--- src/design/brs_fifo.sv ---
`timescale 1ns / 1ps
// ----------------------------------------------------------------------------
// brs_fifo: small register FIFO
// Count-based queue used between front and back end and on the result side.
// ----------------------------------------------------------------------------
module brs_fifo #(
  parameter int WIDTH = 8,
  parameter int DEPTH = 4
) (
  input  logic             clk,
  input  logic             rst,
  input  logic             wr_en,
  input  logic [WIDTH-1:0] wr_data,
  output logic             full,
  input  logic             rd_en,
  output logic [WIDTH-1:0] rd_data,
  output logic             empty
);

  localparam int PTR_W = (DEPTH > 1) ? $clog2(DEPTH) : 1;
  localparam int CNT_W = $clog2(DEPTH + 1);

  logic [WIDTH-1:0] mem [DEPTH];
  logic [PTR_W-1:0] wr_ptr;
  logic [PTR_W-1:0] rd_ptr;
  logic [CNT_W-1:0] count;
  logic             do_wr;
  logic             do_rd;

  assign full    = (count == CNT_W'(DEPTH));
  assign empty   = (count == '0);
  assign do_wr   = wr_en && !full;
  assign do_rd   = rd_en && !empty;
  assign rd_data = mem[rd_ptr];

  always_ff @(posedge clk) begin
    if (rst) begin
      wr_ptr <= '0;
      rd_ptr <= '0;
      count  <= '0;
    end else begin
      if (do_wr) begin
        wr_ptr <= (wr_ptr == PTR_W'(DEPTH - 1)) ? '0 : wr_ptr + 1'b1;
      end
      if (do_rd) begin
        rd_ptr <= (rd_ptr == PTR_W'(DEPTH - 1)) ? '0 : rd_ptr + 1'b1;
      end
      case ({do_wr, do_rd})
        2'b10:   count <= count + 1'b1;
        2'b01:   count <= count - 1'b1;
        default: count <= count;
      endcase
    end
  end

  always_ff @(posedge clk) begin
    if (do_wr) begin
      mem[wr_ptr] <= wr_data;
    end
  end

endmodule

--- config.mk ---
export PLATFORM = sky130hd
export DESIGN_NAME = brs_fifo
export DESIGN_NICKNAME = d
export VERILOG_FILES = /design/src/design/brs_fifo.sv
export SDC_FILE = /design/constraint.sdc
export NUM_CORES = 1
export LEC_CHECK = 0
export BUFFER_PORTS_ARGS = -buffer_cell sky130_fd_sc_hd__buf_2
export CAP_MARGIN = 10
export CORE_MARGIN = 2
export CORE_UTILIZATION = 55
export DETAILED_ROUTE_END_ITERATION = 8
export PLACE_DENSITY = 0.77
export SETUP_SLACK_MARGIN = 0.3
export SLEW_MARGIN = 10
export SYNTH_ARGS = -nofsm -noshare
export SYNTH_HDL_FRONTEND = slang
export SYNTH_SLANG_ARGS = --single-unit
--- constraint.sdc ---
create_clock -name clk -period 3.25 [get_ports clk]
set_clock_uncertainty 0.15 [all_clocks]
set_input_delay 0 -clock clk [delete_from_list [all_inputs] [get_ports clk]]
set_output_delay 0 -clock clk [all_outputs]
set_load 0.01 [all_outputs]
After elaboration in Yosys (flattened, before gate mapping)
Memory sizes are Yosys's and may differ from the RTL's. A register that Yosys moved wholly into a read port is not among the register bits.
Cells that the tools add are included.

operators by class
  add/sub/neg operators = 4
  reductions and logical operators = 6
  eq/ne operators = 5
  multiplexer cells = 7

operators with widths
  kind                   count
  $mux W2                4
  $eq A2 B2 Y1 const B   3
  $pmux W3 S2            1
  $add A2 B1 Y2 const B  2
  $add A3 B1 Y3 const B  1
  $eq A3 B3 Y1 const B   1
  $logic_not A3 Y1       1
  $sub A3 B1 Y3 const B  1
  $eq A2 B1 Y1 const B   1
  $logic_and A1 B1 Y1    2
  $logic_not A1 Y1       2
  $mux W1                2
  $reduce_bool A2 Y1     1

storage, ports and cells
  output and inout port bits = 10
  logic and storage cells = 26
  input bits = 12
  memories kept = 1
  flip-flop bits (word level) = 7
  bits in writable memories = 32

memory list
  memory  depth  bits a word  read ports  clocked after memory_dff  write ports  line  RTL
  mem     4      8            1           1                         1            23    logic [WIDTH-1:0] mem [DEPTH];

Longest topological paths before layout
  depth after elaboration = 5
  gate-level depth with buffers = 10
  depth with buffers taken out = 9

Worst setup path after synthesis
Ideal clock, no wire load.

  path kind = flip-flop to flip-flop
  start point = register count[2]
  end point = register count[2]
  cell stages (with the launch flop) = 11
  slack = 0.750 ns
  required time = 3.030 ns
  library setup time = 0.070 ns
  arrival time = 2.280 ns
  buffers on the path = 1
  clock period less this slack = 2.500 ns
  path through = dfxtp_1 > or3b_1 > buf_6 > and2_4 > inv_1 > ha_1 > inv_1 > fa_1 > xor2_1 > or3_2 > a21oi_1

on the way
  longest elaborated chain between the ends = 5
  elaborated cells on any way between the ends = 12
  classes of those cells = 2 x add/sub; 3 x eq/ne; 1 x mux; 6 x reduce/logical

RTL lines
  item                                               line    RTL
  start, declared                                    26      logic [CNT_W-1:0] count;
  start signal, assigned                             49      2'b10: count <= count + 1'b1;
  start signal, assigned                             50      2'b01: count <= count - 1'b1;
  start signal, assigned                             51      default: count <= count;
  $eq A3 B3 Y1 or $logic_not A3 Y1 (tied branches)   30, 31
  $logic_not A1 Y1 (on tied branches)                32, 33
  $logic_and A1 B1 Y1 (on tied branches)             32, 33
  $eq A2 B1 Y1 or $eq A2 B2 Y1 (tied branches)       48      case ({do_wr, do_rd})
  $pmux W3 S2 or $reduce_bool A2 Y1 (tied branches)  --

Parallel ways exist; a longest one is shown, timed or not.
A chain may end at the register's enable or synchronous reset.

Worst setup path in the final report
Same ends and word-level chain as after synthesis.

==> out/results.txt <==
DP Worst Slack = 611.2 ps
final setup fails = 0
status = complete, but fails checks
Pre-antenna DRT Iters = 6
initial antenna violation count = 0
Seq/Total Area, Yosys = 69.25%
die width = 58.74 um
setup bufs post-CTS = 0
worst-margin pin slew = 596.8 ps
Tmin final = 2669 ps
fin. max-slew vios = 0
sw power = 0.3693 mW
# IOs = 22
Worst slew margin = 59.87%
first-pass GRT wire length = 3891 um
mux cell area share after synthesis = 11.54%
die height = 58.74 um
FILL cells = 191
Detailed Route WL = 2477 um
# diodes = 0
Synth Area in Compound Gates = 3.189%
worst vdd ir = 0.4950 mV
reg-to-reg critical path startpoint = count[2]
area of the multi-input gates = 452.9 um2
sequential share of power = 54.1%
Layout Utilization = 69.05%
XOR/XNOR Fraction of Synth Area = 1.063%
worst min-delay path category = input port to register
CTS clk-pin slew, worst paths = 110 ps
clk_lat worst skew = 330 ps
violated checks = DRC
CTS tree = built
routability congestion estimate = 0.6804
Sequential Area = 1141 um2
Clk pwr share = 19.4%
detailed-placement wirelength estimate = 1687 um
vias in the first global route = 861
via/cell ratio = 5.466
hold buffers post-CTS = 11
Syn. warnings = 0
syn_area_per_cell = 17.16 um2
syn nets = 115
number of distinct library cells after synthesis = 27
Sink Count = 41
main combinational cell family by area after synthesis = multiplexers
worst-path fanout max = 9
total power after layout = 1.290 mW
Sw Ratio = 28.63%
crit end category = register
Synth Area in Adders = 5.771%
synth-to-layout area growth = 17.54%
post-DR wirelength/cell = 15.20 um
Layout Nets = 150
post-synth top area share = 58.31%
Data arrival, critical path = 2790 ps
fmax = 0.3746 GHz
Synth Area in Simple Gates = 5.923%
Initial DRC Count = 23
GRT Residual Overflow = 0
area of the core = 2805 um2
Cell Pwr Density = 665.9 nW/um2
Synth area leader = edfxtp_1
I/O Buffers = 21
cells after synthesis = 96
Comb pwr share = 26.5%
Inserted Clock Buffers = 5
CTS resizes = 0
detailed-route DRC error count = 2
Setup Crit Path Kind = register to register
synthesized area = 1648 um2
all-layer global routing usage = 16.04%
DRT antenna net count = 0
ranking of synthesized cells by area = edfxtp_1 58%, dfxtp_1 11%, mux4_2 11%
layout cells sized above 1 = 30.30%
Worst Setup Slack, final = 580.5 ps
FF+latch count, synth = 41
H-tree lvl count = 2
Final Cycle Share = 82.14%
crit start category = register
crit path launch = count[2]
clock buffer depth = 2
setup_tns = 0 ps
worst hold path startpoint = wr_data[0]
final hold vios = 0
number of max-cap violations = 0
Root Buffer = clkbuf_4
RSZ-0062 raised after global routing = no
vias post-DR = 891
CP required = 3370 ps
die area = 3450 um2
initial core utilization = 58.74%
Internal = 0.9205 mW
pin count of the biggest net entering global routing = 13
leakage power total = 0.7355 nW
Std-Cell Rows = 19
-- worst paths after layout --
path	depth (start not counted)	end	slack, ps
max	9	count[2]	580
min	2	mem[0][0]	270
max reg2reg	9	count[2]	580
min reg2reg	2	register	360
-- per-stage QoR --
step / cell area [um2] / hold WS (ps) / instances
floorplan: 1648 / -51.13 / 96
global placement: 1768 / 60.53 / 144
detailed placement: 1768 / 68.30 / 144
CTS: 1937 / 235.2 / 163
global route: 1937 / 253.6 / 163
finish: 1937 / 268.7 / 163
-- layout make-up --
cell class | count | share of cell area [%]
well taps | 31 | 2.003
inverters | 8 | 1.550
multi-input cells | 43 | 23.38
clock buffers | 8 | 3.036
flip-flops and latches | 41 | 58.91
repair buffers | 32 | 11.11
-- registers in the layout, indices dropped and copies added (netlist names), named ones only --
register,cells
rd_ptr,2
wr_ptr,2
mem,32
count,3
-- critical path, cell delays in order (launching register included) --
cell,delay (ps)
dfxtp_1,400
or3b_1,490
and2_4,220
inv_1,50
ha_1,170
inv_1,60
fa_1,370
xor2_1,160
or3_2,410
a21oi_1,150
-- placed cells by master, fill, tap and decap left out --
cell           synthesis  routed
a21o_1                 1       1
and3_2                 2       2
edfxtp_1              32      32
a21oi_1                4       4
fa_1                   1       1
nor2_1                 4       4
ha_1                   6       6
xor2_1                 2       2
clkbuf_8               0       1
o31ai_1                1       1
or3_2                  1       1
or3b_1                 1       1
and3_1                 2       2
or3_1                  1       1
dfxtp_1                9       9
mux4_2                 8       8
and2_4                 1       1
nand2_1                1       1
inv_1                  8       8
nand3_1                2       2
o21ai_0                1       1
nor3_1                 2       2
o31ai_2                1       1
mux2i_1                1       1
dlygate4sd3_1          0      11
buf_2                  1      21
clkbuf_4               0       5
clkbuf_1               1       2
-- cells by family (layout without fill, tap and decap cells) --
| group | after synthesis | after routing |
|---|---|---|
| simple gates | 17 | 17 |
| flops | 41 | 41 |
| xor+xnor | 2 | 2 |
| compound gates | 8 | 8 |
| fa+ha+maj | 7 | 7 |
| mux | 9 | 9 |
| buf+inv | 12 | 48 |
-- layer usage --
metal / vias to the layer above / track usage, % / share of wire [%]
met2: 19 / 28.10 / 53
met1: 435 / 18.09 / 42
met3: 2 / 6.154 / 4.5
li1: 435 / - / -
met5: - / 0 / 0
met4: 0 / 4.870 / 0.32
-- power groups by stage --
stage	sequential [mW]	combinational [mW]	clock, mW
floorplan	0.673	0.270	0
global placement	0.705	0.325	0
detailed placement	0.712	0.333	0
CTS	0.701	0.345	0.259
global route	0.710	0.381	0.277
finish	0.698	0.342	0.251
-- Yosys cell counts --
master,number
edfxtp_1,32
dfxtp_1,9
inv_1,8
mux4_2,8
ha_1,6
a21oi_1,4
nor2_1,4
and3_1,2
and3_2,2
nand3_1,2
nor3_1,2
xor2_1,2
a21o_1,1
and2_4,1
buf_1,1
buf_2,1
buf_6,1
clkbuf_1,1
fa_1,1
mux2i_1,1
nand2_1,1
o21ai_0,1
o31ai_1,1
o31ai_2,1
or3_1,1
or3_2,1
or3b_1,1
No activity file was read; power rests on OpenSTA's default activity.
