File: src/design/brs_pkg.sv
`timescale 1ns / 1ps
// ----------------------------------------------------------------------------
// brs_pkg: shared types and constants
// Payload structs, config register map, job descriptor and FSM encodings
// for the Brusselator stencil residual block.
// ----------------------------------------------------------------------------
package brs_pkg;

  localparam int DATA_W    = 32;
  localparam int IDX_OUT_W = 12;
  localparam int CFG_IDX_W = 3;
  localparam int Q_FRAC    = 16;
  localparam int Q_ONE     = 65536;

  localparam int JOBQ_DEPTH = 4;
  localparam int OUTQ_DEPTH = 2;

  typedef struct packed {
    logic signed [DATA_W-1:0] point_u;
    logic signed [DATA_W-1:0] point_v;
    logic signed [DATA_W-1:0] rate_u;
    logic signed [DATA_W-1:0] rate_v;
    logic                     last_point;
  } item_t;

  typedef struct packed {
    logic [IDX_OUT_W-1:0]     point_index;
    logic signed [DATA_W-1:0] resid_u;
    logic signed [DATA_W-1:0] resid_v;
    logic signed [DATA_W-1:0] react_u;
    logic signed [DATA_W-1:0] react_v;
    logic                     last_result;
  } result_t;

  typedef enum logic [CFG_IDX_W-1:0] {
    REG_STEP_H,
    REG_DIFF_GAIN,
    REG_REACT_A,
    REG_REACT_B,
    REG_U_LEFT,
    REG_U_RIGHT,
    REG_V_LEFT,
    REG_V_RIGHT
  } cfg_reg_e;

  typedef struct packed {
    logic [16:0]              step_h;
    logic [30:0]              diff_gain;
    logic signed [DATA_W-1:0] react_a;
    logic signed [DATA_W-1:0] react_b;
    logic signed [DATA_W-1:0] u_left;
    logic signed [DATA_W-1:0] u_right;
    logic signed [DATA_W-1:0] v_left;
    logic signed [DATA_W-1:0] v_right;
  } cfg_t;

  localparam cfg_t CFG_RESET = '{
    step_h:    17'd6554,
    diff_gain: 31'd13107,
    react_a:   32'sd65536,
    react_b:   32'sd196608,
    u_left:    32'sd65536,
    u_right:   32'sd65536,
    v_left:    32'sd196608,
    v_right:   32'sd196608
  };

  // Kind of work the back end performs for one result.
  typedef enum logic [1:0] {
    JOB_LEFT,
    JOB_RIGHT,
    JOB_INNER
  } job_kind_e;

  typedef struct packed {
    logic [IDX_OUT_W-1:0]     index;
    job_kind_e                kind;
    logic                     last;
    logic signed [DATA_W-1:0] center_u;
    logic signed [DATA_W-1:0] center_v;
    logic signed [DATA_W-1:0] left_u;
    logic signed [DATA_W-1:0] left_v;
    logic signed [DATA_W-1:0] right_u;
    logic signed [DATA_W-1:0] right_v;
    logic signed [DATA_W-1:0] rate_u;
    logic signed [DATA_W-1:0] rate_v;
  } job_t;

  typedef enum logic [1:0] {
    FILL_EMPTY,
    FILL_FIRST,
    FILL_FULL
  } fill_e;

  typedef enum logic [1:0] {
    BK_IDLE,
    BK_RUN,
    BK_OUT
  } back_state_e;

endpackage

File: src/design/brs_front.sv
`timescale 1ns / 1ps
// ----------------------------------------------------------------------------
// brs_front: point window and job classifier
// Keeps the three-point window, numbers the points and turns each request
// into zero, one or two jobs (left boundary, interior, right boundary).
// ----------------------------------------------------------------------------
module brs_front #(
  parameter int MAX_POINTS = 4096
) (
  input  logic           clk,
  input  logic           rst,
  input  logic           push,
  input  brs_pkg::item_t item,
  output logic           full,
  input  logic           job_full,
  output logic           job_push,
  output brs_pkg::job_t  job
);

  localparam int IDX_W = $clog2(MAX_POINTS);

  brs_pkg::fill_e           fill;
  logic [IDX_W-1:0]         idx;
  logic [IDX_W-1:0]         idx_inc;
  logic                     pend_valid;
  brs_pkg::job_t            pend_job;
  logic signed [31:0]       left_u, left_v;
  logic signed [31:0]       center_u, center_v;
  logic signed [31:0]       center_rate_u, center_rate_v;
  brs_pkg::job_t            job_a, job_b;
  logic                     has_a, has_b;
  logic                     accept;

  function automatic logic [brs_pkg::IDX_OUT_W-1:0] to_index(input logic [IDX_W-1:0] i);
    logic [IDX_W+brs_pkg::IDX_OUT_W-1:0] e;
    e = {{brs_pkg::IDX_OUT_W{1'b0}}, i};
    return e[brs_pkg::IDX_OUT_W-1:0];
  endfunction

  // A flush job waiting in pend_job holds off new requests.
  assign full   = pend_valid || job_full;
  assign accept = push && !full;

  always_comb begin
    job_a   = '0;
    job_b   = '0;
    has_a   = 1'b0;
    has_b   = 1'b0;
    idx_inc = (idx == IDX_W'(MAX_POINTS - 1)) ? '0 : idx + 1'b1;
    unique case (fill)
      brs_pkg::FILL_EMPTY: begin
        // single-point sweep
        has_a          = item.last_point;
        job_a.kind     = brs_pkg::JOB_LEFT;
        job_a.last     = 1'b1;
        job_a.center_u = item.point_u;
        job_a.center_v = item.point_v;
      end
      brs_pkg::FILL_FIRST: begin
        has_a          = 1'b1;
        job_a.index    = to_index(idx);
        job_a.kind     = brs_pkg::JOB_LEFT;
        job_a.center_u = center_u;
        job_a.center_v = center_v;
      end
      brs_pkg::FILL_FULL: begin
        has_a          = 1'b1;
        job_a.index    = to_index(idx);
        job_a.kind     = brs_pkg::JOB_INNER;
        job_a.center_u = center_u;
        job_a.center_v = center_v;
        job_a.left_u   = left_u;
        job_a.left_v   = left_v;
        job_a.right_u  = item.point_u;
        job_a.right_v  = item.point_v;
        job_a.rate_u   = center_rate_u;
        job_a.rate_v   = center_rate_v;
      end
      default: has_a = 1'b0;
    endcase
    if (fill != brs_pkg::FILL_EMPTY && item.last_point) begin
      has_b          = 1'b1;
      job_b.index    = to_index(idx_inc);
      job_b.kind     = brs_pkg::JOB_RIGHT;
      job_b.last     = 1'b1;
      job_b.center_u = item.point_u;
      job_b.center_v = item.point_v;
    end
  end

  assign job_push = pend_valid ? !job_full : (accept && has_a);
  assign job      = pend_valid ? pend_job : job_a;

  always_ff @(posedge clk) begin
    if (rst) begin
      fill       <= brs_pkg::FILL_EMPTY;
      idx        <= '0;
      pend_valid <= 1'b0;
    end else begin
      if (pend_valid && !job_full) begin
        pend_valid <= 1'b0;
      end
      if (accept) begin
        if (has_b) begin
          pend_valid <= 1'b1;
        end
        if (item.last_point) begin
          fill <= brs_pkg::FILL_EMPTY;
          idx  <= '0;
        end else begin
          fill <= (fill == brs_pkg::FILL_EMPTY) ? brs_pkg::FILL_FIRST : brs_pkg::FILL_FULL;
          if (fill != brs_pkg::FILL_EMPTY) begin
            idx <= idx_inc;
          end
        end
      end
    end
  end

  // Window contents only matter under the fill code, so they shift freely.
  always_ff @(posedge clk) begin
    if (accept) begin
      pend_job      <= job_b;
      left_u        <= center_u;
      left_v        <= center_v;
      center_u      <= item.point_u;
      center_v      <= item.point_v;
      center_rate_u <= item.rate_u;
      center_rate_v <= item.rate_v;
    end
  end

endmodule

File: config.mk
export PLATFORM = sky130hd
export DESIGN_NAME = brs_front
export DESIGN_NICKNAME = d
export VERILOG_FILES = /design/src/design/brs_pkg.sv /design/src/design/brs_front.sv
export SDC_FILE = /design/constraint.sdc
export NUM_CORES = 1
export LEC_CHECK = 0
export BUFFER_PORTS_ARGS = -buffer_cell sky130_fd_sc_hd__buf_4
export CAP_MARGIN = 25
export CORE_MARGIN = 2
export CORE_UTILIZATION = 36
export CTS_BUF_LIST = sky130_fd_sc_hd__clkbuf_2
export CTS_CLUSTER_SIZE = 25
export DETAILED_ROUTE_END_ITERATION = 8
export GPL_TIMING_DRIVEN = 0
export PLACE_DENSITY_LB_ADDON = 0.2
export REMOVE_ABC_BUFFERS = 1
export SLEW_MARGIN = 20
export SYNTH_ARGS = -nofsm -noshare
export SYNTH_HDL_FRONTEND = slang
export SYNTH_SLANG_ARGS = --single-unit
export TNS_END_PERCENT = 20
File: constraint.sdc
create_clock -name clk -period 7.8 [get_ports clk]
set_input_delay 1.17 -clock clk [delete_from_list [all_inputs] [get_ports clk]]
set_output_delay 1.17 -clock clk [all_outputs]
set_load 0.02 [all_outputs]
After elaboration in Yosys (flattened, before gate mapping)
Index checks and enable logic that the tools add are counted.
{ "totals": {"input_bits": 133, "ram_bits": 0, "rom_bits": 0, "output_inout_bits": 273, "register_bits": 286, "n_memories": 0, "elab_cells": 48, "latch_bits": 0} }
{ "op_classes": {"n_eq_ne": 3, "n_shift": 0, "div_mod_pow": 0, "n_bitwise": 0, "multipliers": 0, "n_lt_le_gt_ge": 0, "n_reduce_logical": 12, "n_mux": 18, "n_addsub": 1} }
{ "ops": {"columns": ["op", "n"], "rows": [
  ["2-to-1 mux 271 bit", 1],
  ["2-to-1 mux 192 bit", 1],
  ["case mux 64 bit (2 select lines)", 1],
  ["2-to-1 mux 66 bit", 1],
  ["2-to-1 mux 12 bit", 4],
  ["adder 12 x 1 -> 12 bit, second input constant", 1],
  ["equality test 12 bit, second input constant", 1],
  ["2-to-1 mux 1 bit", 6],
  ["2-to-1 mux 2 bit", 3],
  ["logical AND 1 bit", 4],
  ["nonzero test 2 bit", 2],
  ["equality test 2 x 1 -> 1 bit, second input constant", 1],
  ["equality test 2 bit, second input constant", 1],
  ["logical NOT 1 bit", 2],
  ["logical NOT 2 bit", 1],
  ["case mux 1 bit (2 select lines)", 1],
  ["AND reduction 2 bit", 1],
  ["OR reduction 2 bit", 1],
  ["logical OR 1 bit", 1]
]} }

Logic depth before layout (Yosys ltp)
Gate-level depths: netlist (run 1).
{ "logic_depth": {"ltp_word": 5, "mapped_depth": 9} }

Worst setup path before layout (run 1)
OpenSTA, ideal clock, no wires.
{ "synth_path": {"kind": "input-to-reg", "from": "input port job_full", "to": "register idx[5]", "t_arrival_ns": 8.045, "required_ns": 7.666, "stages": 6, "setup_time_ns": 0.134, "setup_slack_ns": -0.378, "n_path_buf": 1, "cell_sequence": "or3b_1 -> buf_2 -> inv_1 -> a21oi_1 -> a31oi_1 -> o22ai_1"} }
{ "synth_between": {"elab_chain_cells": 4} }
{ "synth_rtl": {"columns": ["item", "line_no", "text"], "rows": [
  ["start: declaration", "brs_front.sv:15", "input logic job_full,"],
  ["logical OR 1 bit", "brs_front.sv:41", "assign full = pend_valid || job_full;"],
  ["logical NOT 1 bit", "brs_front.sv:42", "assign accept = push && !full;"],
  ["logical AND 1 bit", "brs_front.sv:42", null],
  ["via accept", "brs_front.sv:32", "logic accept;"],
  ["AND reduction 2 bit (no source line)", null, null],
  ["end signal: assignment", "brs_front.sv:113", "idx <= idx_inc;"],
  ["end: declaration", "brs_front.sv:23", "logic [IDX_W-1:0] idx;"]
]} }
The timed path passes the listed nets, and every way through them passes these cells.
A chain may end at the register's enable or synchronous reset.

==> results of run 1 <==
## flip-flops by register name (all words and copies together), names as in the netlist
signal,flops
left_u,32
fill,2
pend_valid,1
center_rate_v,32
center_u,32
pend_job,77
center_rate_u,32
idx,12
left_v,32
center_v,32
## final cells by class
| type | count | area (um^2) | area share, % |
|---|---|---|---|
| Sequential cell | 284 | 8380 | 50.8 |
| Tap cell | 448 | 561 | 3.40 |
| Inverter | 7 | 36.3 | 0.220 |
| Timing Repair Buffer | 417 | 3330 | 20.2 |
| Multi-Input combinational cell | 594 | 3500 | 21.2 |
| Clock inverter | 9 | 63.8 | 0.387 |
| Antenna cell | 1 | 2.50 | 0.0152 |
| Clock buffer | 121 | 606 | 3.67 |
## cell families (layout without fill, tap and decap cells)
family | count (synthesis) | after routing | share of synthesized area [%]
simple gates | 411 | 411 | 18.8
flops | 284 | 284 | 68.9
compound gates | 169 | 169 | 8.58
buf+inv | 80 | 554 | 2.56
xor+xnor | 8 | 8 | 0.576
fa+ha+maj | 4 | 4 | 0.411
mux | 2 | 2 | 0.175
other cells | 0 | 1 | 0
## power groups by stage
stage / logic [mW] / clock network, mW / registers, mW
2_1_floorplan: 0.161 / 0 / 1.80
3_3_place_gp: 0.353 / 0 / 1.81
3_5_place_dp: 0.369 / 0 / 1.79
4_1_cts: 0.370 / 1.08 / 1.75
5_1_grt: 0.390 / 1.16 / 1.76
6_report: 0.364 / 1.04 / 1.75
## worst paths after layout
check / slack, ps / start / to
worst max-delay path: 3300 / pend_valid$_SDFF_PP0_ / job[50]
worst min-delay path: 420 / center_u[26]$_DFFE_PP_ / left_u[26]$_DFFE_PP_
worst max register to register: 4930 / pend_valid$_SDFF_PP0_ / center_rate_u[18]$_DFFE_PP_
worst min register to register: 420 / center_u[26]$_DFFE_PP_ / left_u[26]$_DFFE_PP_
## Yosys cell counts (5+ instances only)
cell      number  area (um^2)
a31oi_1        6         37.5
buf_1          5         18.8
nor2_1        16         60.1
and2_1       259         1620
nand3_1        9         45.0
a22oi_1       64          480
xnor2_1        5         43.8
nand2b_1       5         31.3
dfxtp_1       15          300
edfxtp_1     269         8080
o21ai_0       76          380
inv_1          7         26.3
clkbuf_1      63          236
nand2_1      103          387
a21oi_1       12         60.1
## metrics by stage
step	setup TNS, ps	util [%]	std cells
after floorplan	-3410	-	885
after global placement	-2160190	46.3	1738
after detailed placement	0	47.3	1750
after CTS	0	49.3	1880
after global routing	0	49.3	1881
final	0	49.3	1881
## routing by layer
layer  up-vias  GRT usage [%]  part of all wire [%]
met4         0           5.78                   1.4
met2       321           32.3                    50
li1       4291              -                     -
met3        36           5.99                   7.8
met1      4319           23.0                    41
met5         -              0                     0
==> results.cfg, run 1 <==
[status]
run_status = completed

[clock_tree]
cts-resized-gates = 0
htreeDepth = 3
hold_buffers = 0
post-cts-setup-buffers = 0
clk_latency_ps = 840
path_clk_slew_ps = 100
clockRootBuffer = clkbuf_2
clock-sinks = 284
numCtsBuffers = 77
cts_tree = yes
cts.path.max_buffers = 3

[detailed_routing]
wl_per_cell_um = 18.3
drt-total-wl_um = 34500
drt_iter0_markers = 562
vias = 8967
avgViaCountPerCell = 4.77
ant_nets = 0
drc = 0
first_pass_iters = 5

[pwr]
p_sw_mw = 0.833
total_power_mw = 3.15
internal_power_mw = 2.32
peakVddDrop_uv = 85.0
switching_share_pct = 26.4
p_per_area_nw_per_um2 = 191
p_comb_share_pct = 11.6
p_seq_share_pct = 55.6
clkPwrFrac_pct = 32.9
leakage_nw = 6.74

[sta]
post-route-period-util_pct = 57.7
rsz0062_at_grt = no
skew_ps = 71.4
setup_viol = 0
finalMaxSlewViolations = 0
fmax_mhz = 222
maxSlewHeadroom_pct = 56.0
finalHoldViolCount = 0
worst_slew_pin_slew_ps = 656
whs_ps = 421
min_period_ps = 4500
setup_ws_ps = 3300

[die]
io_pins = 406
dieArea_um2 = 35300
die-height_um = 188
core_area_um2 = 33400
die_width_um = 188
initial_core_util_pct = 36.4
num_rows = 67

[finish]
final_common_cell = buf_4
drive_gt1_share_pct = 38.5
final_cell_mix = buf_4, edfxtp_1, and2_1, clkbuf_2, nand2_1
fillCellCount = 3074
nets = 1518
area_growth_pct = 35.5
postLayoutCellArea_um2 = 16500

[place]
gp_congestion = 0.800
io_buffers = 405
hpwl_um = 22800
post-place-ws_ps = 4080
placed_cell_area_um2 = 15800

[synthesis]
postSynthCellCount = 958
synth_ff_type = edfxtp_1
syn_area_um2 = 12200
synth_cell_types = 40
synth_edf_count = 269
yosys_warnings = 0
seq_area_frac_synth_pct = 68.9
synthArstFlopShare_pct = 0
synth-seq-cells = 284
synth.avg_cell_area_um2 = 12.7

[worst_setup_path]
worst-path-stages = 8
critPathMaxFanout = 54
slowest_delay_ps = 540
r2r.worst_path.cells = 4
critPathTopFamily = buffers and inverters
crit_chain = buf_16 -> nor2b_4 -> buf_16 -> buf_16 -> buf_12 -> buf_16 -> and2_1 -> buf_4
cpMostUsedCell = buf_16
worstPathArrival_ps = 3330
cp.required_ps = 6630
cp_num_buf_inv = 6
slowest_stage = nor2b_4
worstSetupStartpointType = flop
path_class = reg2out
end_kind = output pin

[global_route]
grt_pass1_wl_um = 51500
grt_usage_pct = 19.0
grt_pass1_vias = 8629
antenna_found_initial = 1
grt_max_degree = 100
grt-ovfl-total = 0

[worst_hold_path]
hold_path_class = reg2reg
hold_path_depth = 0

[job]
drv_cap = 0
(Power assumes the default switching activity.)
==> run 2: changes to the inputs <==
==> constraint.sdc (replaced) <==
create_clock -name clk -period 3.91 [get_ports clk]
set_input_delay 0.5865 -clock clk [delete_from_list [all_inputs] [get_ports clk]]
set_output_delay 0.5865 -clock clk [all_outputs]
set_load 0.02 [all_outputs]
==> results.cfg, run 2 (synthesis gave the netlist of run 1 again) <==
[clock_tree]
cts.path.max_buffers = 3
cts-resized-gates = 0
path_clk_slew_ps = 100
clk_latency_ps = 840
clockRootBuffer = clkbuf_2
numCtsBuffers = 77
htreeDepth = 3
cts_tree = yes
clock-sinks = 284

[detailed_routing]
vias = 9498
drt_iter0_markers = 575
avgViaCountPerCell = 4.72
first_pass_iters = 5
wl_per_cell_um = 18.0
drc = 0
ant_nets = 0
drt-total-wl_um = 36300

[die]
die-height_um = 188
dieArea_um2 = 35300
io_pins = 406
initial_core_util_pct = 36.4
num_rows = 67
die_width_um = 188
core_area_um2 = 33400

[global_route]
grt_max_degree = 100
grt.met1_usage_pct = 23.9
grt_pass1_vias = 9477
grt_use_met2_pct = 35.2
grt_use_met3_pct = 5.39
grt_usage_pct = 20.1
grt_pass1_wl_um = 54900
grt-ovfl-total = 0
busiest_layer = met2
antenna_found_initial = 2

[worst_setup_path]
cpMostUsedCell = buf_16
end_kind = output pin
r2r.worst_path.cells = 4
cp.required_ps = 3320
worst-path-stages = 8
slowest_delay_ps = 710
critPathMaxFanout = 54
path_class = reg2out
slowest_stage = dfxtp_4
crit_chain = buf_16 -> nor2b_4 -> buf_16 -> buf_16 -> buf_12 -> buf_16 -> and2_1 -> buf_4
critPathTopFamily = buffers and inverters
cp_num_buf_inv = 6
worstSetupStartpointType = flop
worstPathArrival_ps = 3050

[finish]
finalCoreUtilization_pct = 53.2
drive_gt1_share_pct = 35.3
regMostFlops = pend_job
final_common_cell = buf_4
largest_reg_flops = 77
nets = 1649
postLayoutCellArea_um2 = 17800
fillCellCount = 2936
final_cell_mix = buf_4, edfxtp_1, and2_1, dlygate4sd3_1, clkbuf_2
area_growth_pct = 46.3

[sta]
finalMaxSlewViolations = 0
setup_viol = 0
fmax_mhz = 275
worst_slew_pin_slew_ps = 658
skew_ps = 62.8
maxSlewHeadroom_pct = 55.9
post-route-period-util_pct = 93.0
setup_ws_ps = 272
min_period_ps = 3640
finalHoldViolCount = 0
tns_ps = 0
rsz0062_at_grt = no

[pwr]
switching_share_pct = 26.5
p_per_area_nw_per_um2 = 360
p_sw_mw = 1.69
clkPwrFrac_pct = 32.3
total_power_mw = 6.40
peakVddDrop_uv = 169
p_seq_share_pct = 54.6
p_comb_share_pct = 13.1
leakage_nw = 7.29
internal_power_mw = 4.71

[place]
io_buffers = 405
post-place-ws_ps = 771
gp_congestion = 0.800
hpwl_um = 22800
placed_cell_area_um2 = 15800

[worst_hold_path]
hold_path_depth = 4
hold_path_class = in2reg

[status]
run_status = completed

[job]
drv_cap = 0
run 2: changes by cell type in the layout (fill, tap and decap cells not counted), sizes merged:
cell,previous run,this run
diode,1,2
buf,417,418
dlygate4sd3,0,130
run 2: metrics by stage:
stage	hold slack (ps)	cells
2_1_floorplan	427	885
3_3_place_gp	430	1738
3_5_place_dp	435	1750
4_1_cts	33.0	2011
5_1_grt	67.7	2013
6_report	157	2013
run 2: power by group through the flow:
stage               combinational [mW]  sequential (mW)  clock [mW]
CTS                              0.847             3.50        2.16
detailed placement               0.736             3.57           0
floorplan                        0.321             3.59           0
global placement                 0.704             3.61           0
finish                           0.840             3.50        2.07
global route                     0.897             3.51        2.31
run 2: worst register-to-register path: cells and delay by family (launching register included):
| family | cells | cell delay, ps |
|---|---|---|
| simple gates | 1 | 580 |
| buf+inv | 3 | 1300 |
| flops | 1 | 520 |
run 2: per-layer routing:
metal  share of wire, %  vias to the layer above
li1                   -                     4552
met1                 41                     4586
met2                 51                      313
met3                6.3                       47
met4                1.9                        0
met5                  0                        -
run 2: what timing repair did:
action / CTS / global route
hold endpoints to repair: 200 / 0
hold buffers: 130 / 0
endpoints found under the setup margin: 64 / 0
setup buffers: 1 / 0
run 2: area by class of cell:
type | instances | area (um^2) | share of cell area [%]
antenna | 2 | 5.00 | 0.0281
clock buffer | 121 | 606 | 3.40
clock inverter | 9 | 63.8 | 0.359
inverter | 7 | 36.3 | 0.204
multi-input combinational | 594 | 3500 | 19.7
sequential | 284 | 8380 | 47.1
tap | 448 | 561 | 3.15
timing repair buffer | 548 | 4640 | 26.1
run 2: final timing paths:
path                               start              endpoint  slack (ps)
hold reg to reg   center_u[26]$_DFFE_PP_  left_u[26]$_DFFE_PP_         420
setup reg to reg   pend_valid$_SDFF_PP0_   left_v[0]$_DFFE_PP_        1030
hold / removal                   item[0]   idx[9]$_SDFFE_PP0P_         160
setup / recovery   pend_valid$_SDFF_PP0_               job[60]         270
