===== src/design/brs_pkg.sv =====
`timescale 1ns / 1ps
// ----------------------------------------------------------------------------
// brs_pkg: shared types and constants
// Payload structs, config register map, job descriptor and FSM encodings
// for the Brusselator stencil residual block.
// ----------------------------------------------------------------------------
package brs_pkg;

  localparam int DATA_W    = 32;
  localparam int IDX_OUT_W = 12;
  localparam int CFG_IDX_W = 3;
  localparam int Q_FRAC    = 16;
  localparam int Q_ONE     = 65536;

  localparam int JOBQ_DEPTH = 4;
  localparam int OUTQ_DEPTH = 2;

  typedef struct packed {
    logic signed [DATA_W-1:0] point_u;
    logic signed [DATA_W-1:0] point_v;
    logic signed [DATA_W-1:0] rate_u;
    logic signed [DATA_W-1:0] rate_v;
    logic                     last_point;
  } item_t;

  typedef struct packed {
    logic [IDX_OUT_W-1:0]     point_index;
    logic signed [DATA_W-1:0] resid_u;
    logic signed [DATA_W-1:0] resid_v;
    logic signed [DATA_W-1:0] react_u;
    logic signed [DATA_W-1:0] react_v;
    logic                     last_result;
  } result_t;

  typedef enum logic [CFG_IDX_W-1:0] {
    REG_STEP_H,
    REG_DIFF_GAIN,
    REG_REACT_A,
    REG_REACT_B,
    REG_U_LEFT,
    REG_U_RIGHT,
    REG_V_LEFT,
    REG_V_RIGHT
  } cfg_reg_e;

  typedef struct packed {
    logic [16:0]              step_h;
    logic [30:0]              diff_gain;
    logic signed [DATA_W-1:0] react_a;
    logic signed [DATA_W-1:0] react_b;
    logic signed [DATA_W-1:0] u_left;
    logic signed [DATA_W-1:0] u_right;
    logic signed [DATA_W-1:0] v_left;
    logic signed [DATA_W-1:0] v_right;
  } cfg_t;

  localparam cfg_t CFG_RESET = '{
    step_h:    17'd6554,
    diff_gain: 31'd13107,
    react_a:   32'sd65536,
    react_b:   32'sd196608,
    u_left:    32'sd65536,
    u_right:   32'sd65536,
    v_left:    32'sd196608,
    v_right:   32'sd196608
  };

  // Kind of work the back end performs for one result.
  typedef enum logic [1:0] {
    JOB_LEFT,
    JOB_RIGHT,
    JOB_INNER
  } job_kind_e;

  typedef struct packed {
    logic [IDX_OUT_W-1:0]     index;
    job_kind_e                kind;
    logic                     last;
    logic signed [DATA_W-1:0] center_u;
    logic signed [DATA_W-1:0] center_v;
    logic signed [DATA_W-1:0] left_u;
    logic signed [DATA_W-1:0] left_v;
    logic signed [DATA_W-1:0] right_u;
    logic signed [DATA_W-1:0] right_v;
    logic signed [DATA_W-1:0] rate_u;
    logic signed [DATA_W-1:0] rate_v;
  } job_t;

  typedef enum logic [1:0] {
    FILL_EMPTY,
    FILL_FIRST,
    FILL_FULL
  } fill_e;

  typedef enum logic [1:0] {
    BK_IDLE,
    BK_RUN,
    BK_OUT
  } back_state_e;

endpackage


===== src/design/brs_back.sv =====
`timescale 1ns / 1ps
// ----------------------------------------------------------------------------
// brs_back: residual and reaction datapath
// Runs one job at a time through a shared registered 34x32 multiplier,
// sequenced by a step counter; rounds, saturates and emits the result.
// ----------------------------------------------------------------------------
module brs_back (
  input  logic             clk,
  input  logic             rst,
  input  brs_pkg::cfg_t    cfg,
  input  brs_pkg::job_t    job,
  input  logic             job_empty,
  output logic             job_pop,
  output brs_pkg::result_t res,
  input  logic             res_full,
  output logic             res_push
);

  localparam int OPA_W  = 34;
  localparam int OPB_W  = 32;
  localparam int PROD_W = OPA_W + OPB_W;
  localparam int ACC_W  = 51;
  localparam int DIFF_W = 35;
  localparam int STEP_W = 4;

  // last issue step, extended past the operand and product registers
  localparam logic [STEP_W-1:0] LAST_STEP_BND   = STEP_W'(9);
  localparam logic [STEP_W-1:0] LAST_STEP_INNER = STEP_W'(13);

  typedef enum logic [3:0] {
    OP_NONE,
    OP_UU,
    OP_B1U,
    OP_BU,
    OP_UUV,
    OP_BND_U,
    OP_BND_V,
    OP_T_U,
    OP_DL_U,
    OP_DH_U,
    OP_T_V,
    OP_DL_V,
    OP_DH_V,
    OP_RU,
    OP_RV
  } op_e;

  function automatic op_e seq_op(input logic [STEP_W-1:0] step_i, input logic inner_i);
    op_e op;
    unique case (step_i)
      STEP_W'(0):  op = OP_UU;
      STEP_W'(1):  op = OP_B1U;
      STEP_W'(2):  op = OP_BU;
      STEP_W'(3):  op = OP_UUV;
      STEP_W'(4):  op = inner_i ? OP_T_U  : OP_BND_U;
      STEP_W'(5):  op = inner_i ? OP_DL_U : OP_BND_V;
      STEP_W'(6):  op = OP_RU;
      STEP_W'(7):  op = OP_RV;
      STEP_W'(8):  op = inner_i ? OP_DH_U : OP_NONE;
      STEP_W'(9):  op = inner_i ? OP_T_V  : OP_NONE;
      STEP_W'(10): op = inner_i ? OP_DL_V : OP_NONE;
      STEP_W'(11): op = inner_i ? OP_DH_V : OP_NONE;
      default:     op = OP_NONE;
    endcase
    return op;
  endfunction

  function automatic logic signed [31:0] sat32(input logic signed [PROD_W-1:0] x);
    logic signed [31:0] r;
    if (x > PROD_W'(64'sd2147483647)) begin
      r = 32'sh7fffffff;
    end else if (x < PROD_W'(-64'sd2147483648)) begin
      r = 32'sh80000000;
    end else begin
      r = x[31:0];
    end
    return r;
  endfunction

  // round to nearest, ties up, then saturate
  function automatic logic signed [31:0] round_sat(input logic signed [PROD_W-1:0] p);
    logic signed [PROD_W-1:0] r;
    r = (p + PROD_W'(32'sd32768)) >>> brs_pkg::Q_FRAC;
    return sat32(r);
  endfunction

  brs_pkg::back_state_e state, state_next;
  logic [STEP_W-1:0]    step, step_next;
  logic [STEP_W-1:0]    last_step;
  brs_pkg::job_t        job_r;
  logic                 inner;
  op_e                  cur_op, tag1, tag2;

  logic signed [OPA_W-1:0]  opa, opa_next;
  logic signed [OPB_W-1:0]  opb, opb_next;
  logic signed [PROD_W-1:0] prod;

  logic signed [31:0]       u2, b1u, bu, uuv;
  logic signed [ACC_W-1:0]  acc;
  logic signed [ACC_W-1:0]  acc_dl;
  logic signed [ACC_W:0]    acc_dh;
  logic signed [ACC_W-1:0]  prod_lo;
  logic signed [31:0]       resid_u, resid_v, react_u, react_v;

  logic signed [DIFF_W-1:0] d_u, d_v;
  logic signed [18:0]       dh_u, dh_v;
  logic [15:0]              dl_u, dl_v;
  logic signed [OPB_W-1:0]  hx_op, g_op;
  logic signed [31:0]       bnd_u, bnd_v;

  assign inner     = (job_r.kind == brs_pkg::JOB_INNER);
  assign last_step = inner ? LAST_STEP_INNER : LAST_STEP_BND;
  assign cur_op    = (state == brs_pkg::BK_RUN) ? seq_op(step, inner) : OP_NONE;

  // second difference split into a signed high part and a 16-bit low part
  assign d_u  = DIFF_W'(job_r.left_u) - (DIFF_W'(job_r.center_u) <<< 1) + DIFF_W'(job_r.right_u);
  assign d_v  = DIFF_W'(job_r.left_v) - (DIFF_W'(job_r.center_v) <<< 1) + DIFF_W'(job_r.right_v);
  assign dh_u = d_u[DIFF_W-1:16];
  assign dh_v = d_v[DIFF_W-1:16];
  assign dl_u = d_u[15:0];
  assign dl_v = d_v[15:0];

  assign hx_op = OPB_W'(signed'({1'b0, cfg.step_h}));
  assign g_op  = signed'({1'b0, cfg.diff_gain});
  assign bnd_u = (job_r.kind == brs_pkg::JOB_RIGHT) ? cfg.u_right : cfg.u_left;
  assign bnd_v = (job_r.kind == brs_pkg::JOB_RIGHT) ? cfg.v_right : cfg.v_left;

  always_comb begin
    opa_next = '0;
    opb_next = '0;
    unique case (cur_op)
      OP_UU: begin
        opa_next = OPA_W'(job_r.center_u);
        opb_next = job_r.center_u;
      end
      OP_B1U: begin
        opa_next = OPA_W'(cfg.react_b) + OPA_W'(brs_pkg::Q_ONE);
        opb_next = job_r.center_u;
      end
      OP_BU: begin
        opa_next = OPA_W'(cfg.react_b);
        opb_next = job_r.center_u;
      end
      OP_UUV: begin
        opa_next = OPA_W'(u2);
        opb_next = job_r.center_v;
      end
      OP_BND_U: begin
        opa_next = OPA_W'(job_r.center_u) - OPA_W'(bnd_u);
        opb_next = hx_op;
      end
      OP_BND_V: begin
        opa_next = OPA_W'(job_r.center_v) - OPA_W'(bnd_v);
        opb_next = hx_op;
      end
      OP_T_U: begin
        opa_next = OPA_W'(job_r.rate_u);
        opb_next = hx_op;
      end
      OP_T_V: begin
        opa_next = OPA_W'(job_r.rate_v);
        opb_next = hx_op;
      end
      OP_DL_U: begin
        opa_next = OPA_W'({1'b0, dl_u});
        opb_next = g_op;
      end
      OP_DL_V: begin
        opa_next = OPA_W'({1'b0, dl_v});
        opb_next = g_op;
      end
      OP_DH_U: begin
        opa_next = OPA_W'(dh_u);
        opb_next = g_op;
      end
      OP_DH_V: begin
        opa_next = OPA_W'(dh_v);
        opb_next = g_op;
      end
      OP_RU: begin
        opa_next = OPA_W'(cfg.react_a) + OPA_W'(uuv) - OPA_W'(b1u);
        opb_next = hx_op;
      end
      OP_RV: begin
        opa_next = OPA_W'(bu) - OPA_W'(uuv);
        opb_next = hx_op;
      end
      default: begin
        opa_next = '0;
        opb_next = '0;
      end
    endcase
  end

  always_comb begin
    state_next = state;
    step_next  = step;
    job_pop    = 1'b0;
    res_push   = 1'b0;
    unique case (state)
      brs_pkg::BK_IDLE: begin
        if (!job_empty) begin
          job_pop    = 1'b1;
          step_next  = '0;
          state_next = brs_pkg::BK_RUN;
        end
      end
      brs_pkg::BK_RUN: begin
        step_next = step + 1'b1;
        if (step == last_step) begin
          state_next = brs_pkg::BK_OUT;
        end
      end
      brs_pkg::BK_OUT: begin
        if (!res_full) begin
          res_push   = 1'b1;
          state_next = brs_pkg::BK_IDLE;
        end
      end
      default: state_next = brs_pkg::BK_IDLE;
    endcase
  end

  always_ff @(posedge clk) begin
    if (rst) begin
      state <= brs_pkg::BK_IDLE;
      step  <= '0;
      tag1  <= OP_NONE;
      tag2  <= OP_NONE;
    end else begin
      state <= state_next;
      step  <= step_next;
      tag1  <= cur_op;
      tag2  <= tag1;
    end
  end

  always_ff @(posedge clk) begin
    if (job_pop) begin
      job_r <= job;
    end
    opa  <= opa_next;
    opb  <= opb_next;
    prod <= PROD_W'(opa) * PROD_W'(opb);
  end

  // interior residual: floor16(t - dl*g + half) - dh*g, rounded once overall
  assign prod_lo = signed'(prod[ACC_W-1:0]);
  assign acc_dl  = (acc - prod_lo + ACC_W'(32'sd32768)) >>> brs_pkg::Q_FRAC;
  assign acc_dh  = (ACC_W+1)'(acc) - (ACC_W+1)'(prod_lo);

  always_ff @(posedge clk) begin
    unique case (tag2)
      OP_UU:    u2      <= round_sat(prod);
      OP_B1U:   b1u     <= round_sat(prod);
      OP_BU:    bu      <= round_sat(prod);
      OP_UUV:   uuv     <= round_sat(prod);
      OP_BND_U: resid_u <= round_sat(prod);
      OP_BND_V: resid_v <= round_sat(prod);
      OP_RU:    react_u <= round_sat(prod);
      OP_RV:    react_v <= round_sat(prod);
      OP_T_U,
      OP_T_V:   acc     <= prod_lo;
      OP_DL_U,
      OP_DL_V:  acc     <= acc_dl;
      OP_DH_U:  resid_u <= sat32(PROD_W'(acc_dh));
      OP_DH_V:  resid_v <= sat32(PROD_W'(acc_dh));
      default:  acc     <= acc;
    endcase
  end

  always_comb begin
    res.point_index = job_r.index;
    res.resid_u     = resid_u;
    res.resid_v     = resid_v;
    res.react_u     = react_u;
    res.react_v     = react_v;
    res.last_result = job_r.last;
  end

endmodule


===== config.mk =====
export PLATFORM = sky130hd
export DESIGN_NAME = brs_back
export DESIGN_NICKNAME = d
export VERILOG_FILES = /design/src/design/brs_pkg.sv /design/src/design/brs_back.sv
export SDC_FILE = /design/constraint.sdc
export NUM_CORES = 2
export LEC_CHECK = 0
export BUFFER_PORTS_ARGS = -buffer_cell sky130_fd_sc_hd__buf_2
export CAP_MARGIN = 40
export CORE_MARGIN = 1
export CORE_UTILIZATION = 34
export DETAILED_ROUTE_END_ITERATION = 10
export PLACE_DENSITY_LB_ADDON = 0.05
export SLEW_MARGIN = 10
export SYNTH_ARGS = -nofsm -noshare
export SYNTH_HDL_FRONTEND = slang
export SYNTH_SLANG_ARGS = --single-unit

===== constraint.sdc =====
create_clock -name clk -period 23.8 [get_ports clk]
set_input_delay 1.19 -clock clk [delete_from_list [all_inputs] [get_ports clk]]
set_output_delay 1.19 -clock clk [all_outputs]
set_load 0.005 [all_outputs]

Yosys cells after proc, flatten, opt, wreduce, memory -nomap -nowiden
Index checks and enable logic that the tools add are counted.

storage, ports and cells
  bits in registers = 724
  bits of input ports = 515
  output and inout bits = 143
  logic and storage cells = 137

cells by class
  $add $sub $neg = 15
  $mul = 1
  $lt $le $gt $ge = 4
  equal/unequal tests = 47
  muxes and demuxes = 30
  reduce and logical (&&, ||, !) cells = 13

operators by type and width
  cell                      number
  $pmux W34 S14             1
  $mux W32                  6
  $pmux W32 S2              2
  $pmux W32 S4              1
  $pmux W51 S2              1
  $sub A32 B32 Y33          3
  $eq A4 B4 Y1 const B      18
  $add A34 B32 Y35          2
  $sub A32 B33 Y34          2
  $add A66 B17 Y66 const B  1
  $mul A34 B32 Y66          1
  $gt A52 B32 Y1 const B    1
  $lt A52 B32 Y1 const B    1
  $sub A51 B51 Y52          1
  $add A51 B17 Y51 const B  1
  $sub A51 B51 Y51          1
  $gt A50 B32 Y1 const B    1
  $lt A50 B32 Y1 const B    1
  $eq A4 B3 Y1 const B      12
  $pmux W4 S12              1
  $sub A33 B32 Y34          1
  $add A32 B18 Y33 const B  1
  $add A32 B32 Y33          1
  $mux W4                   7
  other kinds (22)          42

Logic depth before layout (Yosys ltp)
  depth after elaboration = 7
  depth in mapped cells = 31
  depth with buffers taken out = 29

Least setup slack after synthesis
OpenSTA, ideal clock, no wires.

  kind = input-to-reg
  start = input job_empty
  end = register job_r[0] (netlist bit), enable pin
  data arrival time = 19.500 ns
  slack = 3.059 ns
  cell stages on the path = 1
  cell sequence = nor3_1

between the ends
  longest elaborated chain between the ends = 2

RTL lines
  element               line             source
  from (decl)           brs_back.sv:12   input logic job_empty,
  $mux W1               brs_back.sv:202  if (!job_empty) begin
  $mux W1               brs_back.sv:200  unique case (state)
  to (signal assigned)  brs_back.sv:240  job_r <= job;
  to (decl)             brs_back.sv:90   brs_pkg::job_t job_r;

Every way passes these cells.
A chain may end at the register's enable or synchronous reset.

Worst setup path after layout
  start = register opa[17]
  end = register prod[46]

between the ends
  longest elaborated chain between the ends = 1

RTL lines
  element                 line             source
  from (decl)             brs_back.sv:94   logic signed [OPA_W-1:0] opa, opa_next;
  from (signal assigned)  brs_back.sv:242  opa <= opa_next;
  $mul A34 B32 Y66        brs_back.sv:244  prod <= PROD_W'(opa) * PROD_W'(opb);
  to (signal assigned)    brs_back.sv:244
  to (decl)               brs_back.sv:96   logic signed [PROD_W-1:0] prod;

Every way passes these cells.

==> qor.csv <==
metric,value,unit
run status,completed,
most instantiated library cell after synthesis,inv_1,
Clock Power Share,22.6,%
synth warn,0,
ranking of synthesized cells by area,"fa_1 (31%), edfxtp_1 (21%), inv_1 (7.5%)",
initial core utilization,34.18,%
Seq pwr share,27.1,%
Gate power share,50.3,%
fraction of registers with async set/reset,0,%
share of layout cells above drive strength 1,11.18,%
"Max stage delay cell, worst path",dfxtp_2,
"Reg clk slew, reported paths",0.06,ns
vias in the first global route,69400,
area of the multi-input gates,56250,sq um
CTS buffer count,90,
register area,20300,sq um
Clock Path Buffers,3,
DRT Wirelength,350.2,mm
post-route cell area,94560,sq um
post-synthesis mux area share,1.023,%
"top cells by count, synth","inv_1 (1676), fa_1 (1290), nand2_1 (895), edfxtp_1 (578), and2_1 (561)",
Final min period,9.120,ns
Post-Synth Adder-Cell Area,38.06,%
Post-synth EDFFs,578,
max-slew violation count,0,
Slew headroom,26.56,%
# Post-CTS Setup Buffers,0,
maximum vdd ir drop,0.00005432,V
"Worst Path Class, Setup",register to register,
Pleak,44.04,nW
Placed Area,91550,sq um
Port Buf Inserts,657,
first-pass GRT wire length,504.4,mm
final-layout fill cell count,25010,
Tot GR Track Use,28.27,%
clk_lat worst skew,0.75,ns
Avg Inst Size Synth,9.755,sq um
CTS resizes,0,
simple-gate area share of the yosys netlist,13.71,%
CTS H-tree lvls,3,
initial antenna violation count,45,
Chip Height,499.2,um
Final setup violation count,0,
die area,249200,sq um
GRT Residual Overflow,0,
largest area contributor in the netlist,fa_1,
arrival time worst endpoint,9.72,ns
max_cap viols,0,
chip width,499.2,um
unrepaired setup endpoints after global routing,no,
Fin Clk Skew,0.04414,ns
HP Class,register to register,
CTS tree,done,
Cell Pwr Density,66.48,nW/um^2
main combinational cell family by area after synthesis,adder cells,
Slew @ Worst Pin,1.102,ns
Compound-Gate Fraction of Synth Area,10.41,%
DRC,0,
prevailing post-synth register cell,edfxtp_1,
DRT antenna net count,0,
Unique masters post-synth,87,
DP Wirelength,288.4,mm
share of the synthesized area in the top cell type,30.72,%
Switch Pwr,2.887,mW
max incr delay on CP,0.87,ns
fin crit share,38.32,%
Fmax,109.6,MHz
core area,245900,sq um
Pre-antenna DRT Iters,9,
DR WL/cell,28.05,um
Crit path required time,24.40,ns
area grow syn2layout,12.50,%
Ports,658,
root buf cell,clkbuf_16,
Critical Path Fanout Max,32,
Sw Share,45.93,%
Post-Syn Nets,10920,
"Hold Vio Cnt, Final",0,
DR vias,65400,
mapped cell area,84060,sq um
largest net degree at the start of global routing,60,
Syn Inst Count,8617,
Post-CTS Hold Fix Bufs,0,
post-synthesis sequential area ratio,24.13,%
iteration-0 DRC count of the detailed router,5519,
#FFs+latches synth,724,
Crit. End Element,register,
Worst setup SP type,register,
Pint,3.399,mW
Final GP Congestion,0.9563,
Final #Nets,11470,
CP most frequent cell,fa_1,
drt via density,5.238,
TNS Setup,0,ns
xor-xnor portion of the synthesized cell area,3.532,%
TritonCTS Sinks,724,
# rows,182,
stage by stage:
step | instances | utilization [%] | power, mW | hold slack, ns | setup slack [ns]
2_1_floorplan | 8617 | - | 3.549 | 0.4138 | 3.059
3_3_place_gp | 12270 | 37.04 | 4.867 | 0.5224 | 14.65
3_5_place_dp | 12300 | 37.23 | 4.860 | 0.5357 | 14.64
4_1_cts | 12460 | 38.42 | 6.332 | 0.5572 | 14.54
5_1_grt | 12470 | 38.43 | 6.651 | 0.5648 | 14.35
6_report | 12490 | 38.45 | 6.287 | 0.5526 | 14.68
path summary, 6_finish.rpt:
| path | slack [ns] | cells past startpoint | endpoint | start |
|---|---|---|---|---|
| min | 0.55 | 2 | acc[1]$_DFFE_PP_ | prod[1]$_DFF_P_ |
| max reg2reg | 14.68 | 25 | prod[46]$_DFF_P_ | opa[17]$_DFF_P_ |
| min reg2reg | 0.55 | 2 | acc[1]$_DFFE_PP_ | prod[1]$_DFF_P_ |
| max | 14.68 | 25 | prod[46]$_DFF_P_ | opa[17]$_DFF_P_ |
routing by layer:
layer,GRT usage (%),part of all wire (%),vias up
li1,-,-,28860
met1,37.82,43,33920
met2,47.74,48,2234
met3,3.143,5.6,377
met4,8.770,3.4,16
met5,0,0.030,-
critical path, delay by kind of cell (launching register included):
| family | cells | cell delay, ns |
|---|---|---|
| simple gates | 1 | 0.26 |
| xor+xnor | 1 | 0.23 |
| fa+ha+maj | 9 | 4.32 |
| buf+inv | 4 | 0.25 |
| flops | 1 | 0.87 |
| compound gates | 10 | 3.01 |
flip-flops by register name, summed over array words and instances (netlist names), 34 cells and up:
| register | flops |
|---|---|
| prod | 66 |
| opa | 34 |
| job_r | 258 |
| acc | 51 |
layout make-up:
type                            count  area share [%]
Timing Repair Buffer              814           4.951
Antenna cell                       25         0.06616
Sequential cell                   724           21.47
Multi-Input combinational cell   5865           59.49
Inverter                         1677           6.657
Clock inverter                     54          0.6298
Tap cell                         3220           4.261
Clock buffer                      107           2.482
power by group through the flow:
stage / clock network (mW) / logic [mW] / registers (mW)
after detailed placement: 0 / 3.13 / 1.73
after global placement: 0 / 3.13 / 1.74
final: 1.42 / 3.16 / 1.71
after CTS: 1.46 / 3.17 / 1.70
after global routing: 1.50 / 3.44 / 1.71
after floorplan: 0 / 1.90 / 1.65
layout by cell type, fill, tap and decap left out, types with 25 or more instances in the layout:
cell	netlist	final
a211oi_1	43	41
a21o_1	169	169
a21oi_1	340	340
a221oi_1	29	29
a222oi_1	63	63
a22oi_1	63	63
a31oi_1	41	41
and2_1	561	559
and3_1	43	42
buf_2	11	662
buf_4	13	133
clkbuf_16	0	91
dfxtp_1	146	131
diode_2	0	25
edfxtp_1	578	578
fa_1	1290	1290
ha_1	493	493
inv_1	1676	1676
mux2i_1	78	78
nand2_1	895	895
nand2b_1	73	73
nand3_1	104	103
nand4_1	67	67
nor2_1	344	336
nor2b_1	54	52
nor3_1	75	67
o21a_1	44	44
o21ai_0	238	238
o21bai_1	48	48
o31ai_1	27	26
xnor2_1	227	227
xor2_1	112	112
kinds of logic (layout without fill, tap and decap cells):
group,count (synthesis),count (layout)
compound gates,1311,1311
xor+xnor,339,339
fa+ha+maj,1783,1783
buf+inv,2028,2652
flops,724,724
mux,85,85
other cells,0,25
simple gates,2347,2347
Note: power is estimated with default switching activity, not from simulation.
